--- config.mk ---
export PLATFORM = sky130hd
export DESIGN_NAME = esc_back
export DESIGN_NICKNAME = d
export VERILOG_FILES = /design/src/hw/rtl/esc_pkg.sv /design/src/hw/rtl/esc_back.sv
export SDC_FILE = /design/constraint.sdc
export NUM_CORES = 2
export LEC_CHECK = 0
export ABC_AREA = 1
export BUFFER_PORTS_ARGS = -buffer_cell sky130_fd_sc_hd__buf_2
export CAP_MARGIN = 20
export CORE_MARGIN = 5
export CORE_UTILIZATION = 45
export DETAILED_ROUTE_END_ITERATION = 10
export PLACE_DENSITY = 0.7
export RECOVER_POWER = 25
export SLEW_MARGIN = 20
export SYNTH_ARGS = -nofsm -noshare
export SYNTH_HDL_FRONTEND = slang
export SYNTH_SLANG_ARGS = --single-unit
--- constraint.sdc ---
create_clock -name i_clk -period 16.7 [get_ports i_clk]
set_input_delay 1.67 -clock i_clk [delete_from_list [all_inputs] [get_ports i_clk]]
set_output_delay 1.67 -clock i_clk [all_outputs]
set_load 0.01 [all_outputs]
--- src/hw/rtl/esc_pkg.sv ---
// Shared types, constants and arithmetic helpers for the environmental
// sensor compensation pipeline. No dependencies.
`timescale 1ns / 1ps

package esc_pkg;

    // Pipeline depths
    localparam int FrontLat  = 11;
    localparam int TfLat     = 4;
    localparam int HumLat    = 11;
    localparam int DivLat    = 32;
    localparam int BackLat   = 3;
    localparam int TotalLat  = FrontLat + DivLat + BackLat;
    localparam int HumAlign  = TotalLat - TfLat - HumLat;

    // Configuration register indexes
    localparam logic [2:0] RegTempCalib  = 3'd0;
    localparam logic [2:0] RegPressCalA  = 3'd1;
    localparam logic [2:0] RegPressCalB  = 3'd2;
    localparam logic [2:0] RegPressCalC  = 3'd3;
    localparam logic [2:0] RegHumCalA    = 3'd4;
    localparam logic [2:0] RegHumCalB    = 3'd5;

    // Output limits and scheme constants
    localparam logic signed [31:0] TempMin   = -32'sd4000;
    localparam logic signed [31:0] TempMax   = 32'sd8500;
    localparam logic [31:0]        PressMin  = 32'd30000;
    localparam logic [31:0]        PressMax  = 32'd110000;
    localparam logic signed [31:0] HumRawCap = 32'sd419430400;

    typedef struct packed {
        logic [47:0] temp;
        logic [47:0] press_a;
        logic [47:0] press_b;
        logic [47:0] press_c;
        logic [31:0] hum_a;
        logic [31:0] hum_b;
    } t_calib;

    // Sideband that travels with a transaction through the divider
    typedef struct packed {
        logic [2:0]         mask;
        logic signed [14:0] temp;
        logic               post;
        logic               zero;
    } t_side;

    // Signed division by 2**k, truncating toward zero
    function automatic logic signed [31:0] sdiv_p2(input logic signed [31:0] x,
                                                   input logic [4:0] k);
        logic signed [31:0] bias;
        bias = x[31] ? ((32'sd1 <<< k) - 32'sd1) : 32'sd0;
        return (x + bias) >>> k;
    endfunction

    function automatic logic signed [31:0] sx16(input logic [15:0] v);
        return {{16{v[15]}}, v};
    endfunction

    function automatic logic signed [31:0] sx12(input logic [11:0] v);
        return {{20{v[11]}}, v};
    endfunction

    function automatic logic signed [31:0] sx8(input logic [7:0] v);
        return {{24{v[7]}}, v};
    endfunction

endpackage

--- src/hw/rtl/esc_back.sv ---
// Pressure correction after the divide, clamping, enables and output registers.
// Depends on esc_pkg.
`timescale 1ns / 1ps

module esc_back (
    input  logic                i_clk,
    input  logic                i_rst_n,
    input  logic                i_valid,
    input  logic [31:0]         i_quotient,
    input  esc_pkg::t_side      i_side,
    input  logic [16:0]         i_hum,
    input  esc_pkg::t_calib     i_calib,
    output logic                o_valid,
    output logic signed [14:0]  o_temp,
    output logic [16:0]         o_press,
    output logic [16:0]         o_hum
);

    logic signed [31:0] p7, p8, p9;
    logic [31:0] press1, pf;
    logic [31:0] r_pr1, r_sq, r_pr2;
    logic signed [31:0] r_fm, r_e, r_f;
    esc_pkg::t_side r_side1, r_side2;
    logic [1:0] r_vld;
    logic r_out_vld;
    logic signed [14:0] r_temp;
    logic [16:0] r_press, r_hum, n_press;

    assign p7 = esc_pkg::sx16(i_calib.press_c[15:0]);
    assign p8 = esc_pkg::sx16(i_calib.press_c[31:16]);
    assign p9 = esc_pkg::sx16(i_calib.press_c[47:32]);

    // Undo the dividend pre-scale
    assign press1 = i_side.post ? {i_quotient[30:0], 1'b0} : i_quotient;

    // Final correction and clamp
    always_comb begin
        pf = r_pr2 + esc_pkg::sdiv_p2(r_e + r_f + p7, 5'd4);
        if (r_side2.zero || pf < esc_pkg::PressMin) begin
            n_press = esc_pkg::PressMin[16:0];
        end else if (pf > esc_pkg::PressMax) begin
            n_press = esc_pkg::PressMax[16:0];
        end else begin
            n_press = pf[16:0];
        end
    end

    always_ff @(posedge i_clk) begin
        if (!i_rst_n) begin
            r_vld     <= '0;
            r_out_vld <= 1'b0;
        end else begin
            r_vld     <= {r_vld[0], i_valid};
            r_out_vld <= r_vld[1];
        end
    end

    always_ff @(posedge i_clk) begin
        r_pr1   <= press1;
        r_sq    <= {3'd0, press1[31:3]} * {3'd0, press1[31:3]};
        r_fm    <= {2'd0, press1[31:2]} * p8;
        r_side1 <= i_side;
        r_e     <= esc_pkg::sdiv_p2(p9 * {13'd0, r_sq[31:13]}, 5'd12);
        r_f     <= esc_pkg::sdiv_p2(r_fm, 5'd13);
        r_pr2   <= r_pr1;
        r_side2 <= r_side1;
        r_temp  <= r_side2.mask[1] ? r_side2.temp : '0;
        r_press <= r_side2.mask[0] ? n_press : '0;
        r_hum   <= r_side2.mask[2] ? i_hum : '0;
    end

    assign o_valid = r_out_vld;
    assign o_temp  = r_temp;
    assign o_press = r_press;
    assign o_hum   = r_hum;

endmodule

==> results.yml <==
sta:
  tns_ns: 0
  finalSetupViolCount: 0
  slew_viol_final: 0
  hold_violations: 0
  skew_ns: 0.04129
  rsz0062_at_grt: "no"
  max_freq_mhz: 100.3
  timing.slew.headroom: 0.2540
  min_period_over_period: 0.5969
  worstMarginPinSlew_ns: 1.118
  layout_min_cycle_time_ns: 9.969
critical_path:
  r2r_cells: 27
  start_kind: "primary input"
  crit_fanout: 49
  r2r_slack_ns: 8.42
  rr_startpoint: "r_sq[19]$_DFF_P_"
  crit_path_end_kind: "flop"
  crit_required_ns: 17.17
  crit_arrival_ns: 10.44
  regToRegEndpoint: "r_e[17]$_DFF_P_"
  slowest_delay_ns: 0.82
  crit_top_cell: "fa_1"
  cpMaxStageDelayCell: "buf_2"
  worstSetupPathType: "in -> reg"
cells_and_area:
  fin_nets: 7497
  layout-drive-gt1-share: 0.05812
  mostFrequentLayoutCells: "1,564 x inv_1, 1,149 x nand2_1, 931 x fa_1"
  area_growth_pct: 6.861
  final_common_cell: "inv_1"
clock_network:
  cts_setup_buffers: 0
  cts.htree.levels: 1
  cts_buffers: 27
  clock_sinks: 244
  clock-root-buffer: "clkbuf_16"
  cts_resized: 0
  clkSlewWorstSetupHoldPaths_ns: 0.08
  clk_latency_ns: 0.58
  cts_buffer_depth: 3
  cts_tree: "done"
  hold_buffers: 0
logic_synthesis:
  syn-cell-area_sq_um: 46520
  synthArstFlopShare: 0
  avgSynthCellArea_sq_um: 8.046
  synth.ff_latch_count: 244
  synth_top_cell_by_area: "fa_1"
  synthesis.nets: 7431
  synthCells: 5782
  ys_seq_area_frac: 0.1050
  yosys-top-cells-area: "fa_1 40%, inv_1 13%, dfxtp_1 10%, ha_1 10%, nand2_1 9.3%"
  synth_top_area_frac: 0.4006
  synth-edff-count: 0
  yosys_most_used_dff: "dfxtp_1"
  ys_warn_count: 0
  yosys.cell_types.count: 57
global_route:
  grt_pass1_vias: 38508
  grtUsageMet3: 0.03276
  grt_max_degree: 50
  track_usage: 0.2188
  grt.overflow.total: 0
  grt.busiest_layer: "met2"
  grt_pass1_wl_microns: 197100
  antenna_found_initial: 4
  grtUsageMet1: 0.2849
  use_met2: 0.3804
hold_path:
  min_to: "r_pr2[18]$_DFF_P_"
  hold_depth: 0
  hp-class: "reg -> reg"
  min_from: "r_pr1[18]$_DFF_P_"
drt:
  drtIter0Drc: 2426
  wl_microns: 119600
  vias: 36349
  ant_nets: 0
  via_per_inst: 5.015
  wire_per_inst_microns: 16.50
  drcViolationCount: 0
  firstDrtPassIters: 8
floorplanning:
  rows: 118
  fp.dieArea_sq_um: 109900
  initial_core_util: 0.4514
  core_area_sq_um: 103100
  chipWidth_microns: 331.5
  die_h_microns: 331.5
  io_pins: 378
placement:
  port_buffers: 169
  dp_hpwl_microns: 97490
  gp_congestion: 0.9444
run:
  maxCapViolCount: 0
status:
  status: "completed"
stage by stage:
step,instances,area [sq um],hold slack (ns),setup WS (ns),util
floorplan,5782,46520,0.3096,7.948,-
global placement,7199,48730,0.3106,6.329,0.4729
detailed placement,7199,48730,0.3121,6.231,0.4729
CTS,7247,49710,0.3028,6.840,0.4824
global route,7247,49710,0.3144,6.369,0.4824
finish,7248,49720,0.3012,6.731,0.4824
worst max path at each step:
stage	start	end	slack, ns	depth (start not counted)
2_1_floorplan	i_side[1]	r_sq[31]$_DFF_P_	7.95	27
6_report	i_side[1]	r_sq[31]$_DFF_P_	6.73	25
5_1_grt	i_side[1]	r_sq[31]$_DFF_P_	6.37	25
3_5_place_dp	i_side[1]	r_sq[31]$_DFF_P_	6.23	25
4_1_cts	i_side[1]	r_sq[31]$_DFF_P_	6.84	25
3_3_place_gp	i_side[1]	r_sq[31]$_DFF_P_	6.33	25
state kept, by name (all words and copies together), names as in the netlist, 17 cells and up:
| register | count |
|---|---|
| o_hum | 17 |
| o_press | 17 |
| r_e | 20 |
| r_f | 19 |
| r_fm | 32 |
| r_pr1 | 31 |
| r_pr2 | 32 |
| r_side1 | 19 |
| r_side2 | 19 |
| r_sq | 20 |
critical path, delay by kind of cell:
family	cells	cell delay [ns]
simple gates	8	1.68
buf+inv	6	1.97
xor+xnor	1	0.42
fa+ha+maj	9	4.55
compound gates	1	0.10
cell families after synthesis:
group | after synthesis | share of synthesized area
simple gates | 1921 | 0.1671
xor+xnor | 197 | 0.03754
fa+ha+maj | 1321 | 0.5055
compound gates | 348 | 0.04287
flops | 244 | 0.1050
buf+inv | 1751 | 0.1419
layer usage:
layer / vias to the layer above / routed length (microns)
met5: - / 29
met4: 4 / 4116
met3: 274 / 9333
met2: 1336 / 58030
met1: 17845 / 48100
li1: 16890 / -
synth_stat cells (all sizes together) (2+ instances only):
cell type  count
inv         1574
nand2       1160
fa           931
nor2         525
ha           390
dfxtp        244
a21oi        172
clkbuf       143
xor2         114
nand3        111
o21ai         97
xnor2         82
nor3          39
nand4         34
buf           26
or2           20
a21o          16
o21bai        16
a31oi         11
nand3b        10
nor4          10
clkinv         8
o21a           8
a21boi         6
and2           6
o211ai         6
a211oi         4
a221oi         4
and3           3
o2111ai        2
area by class of cell:
type / instances / area [sq um]
Inverter: 1582 / 5938
Tap cell: 1380 / 1727
Multi-Input combinational cell: 3787 / 35060
Clock inverter: 17 / 274.0
Fill cell: 9995 / 53340
Sequential cell: 244 / 4885
Clock buffer: 31 / 700.7
Timing Repair Buffer: 206 / 1124
Antenna cell: 1 / 2.502
Power is not shown: default switching activity piles up to over one toggle a cycle in this logic, so the estimate is an artifact.
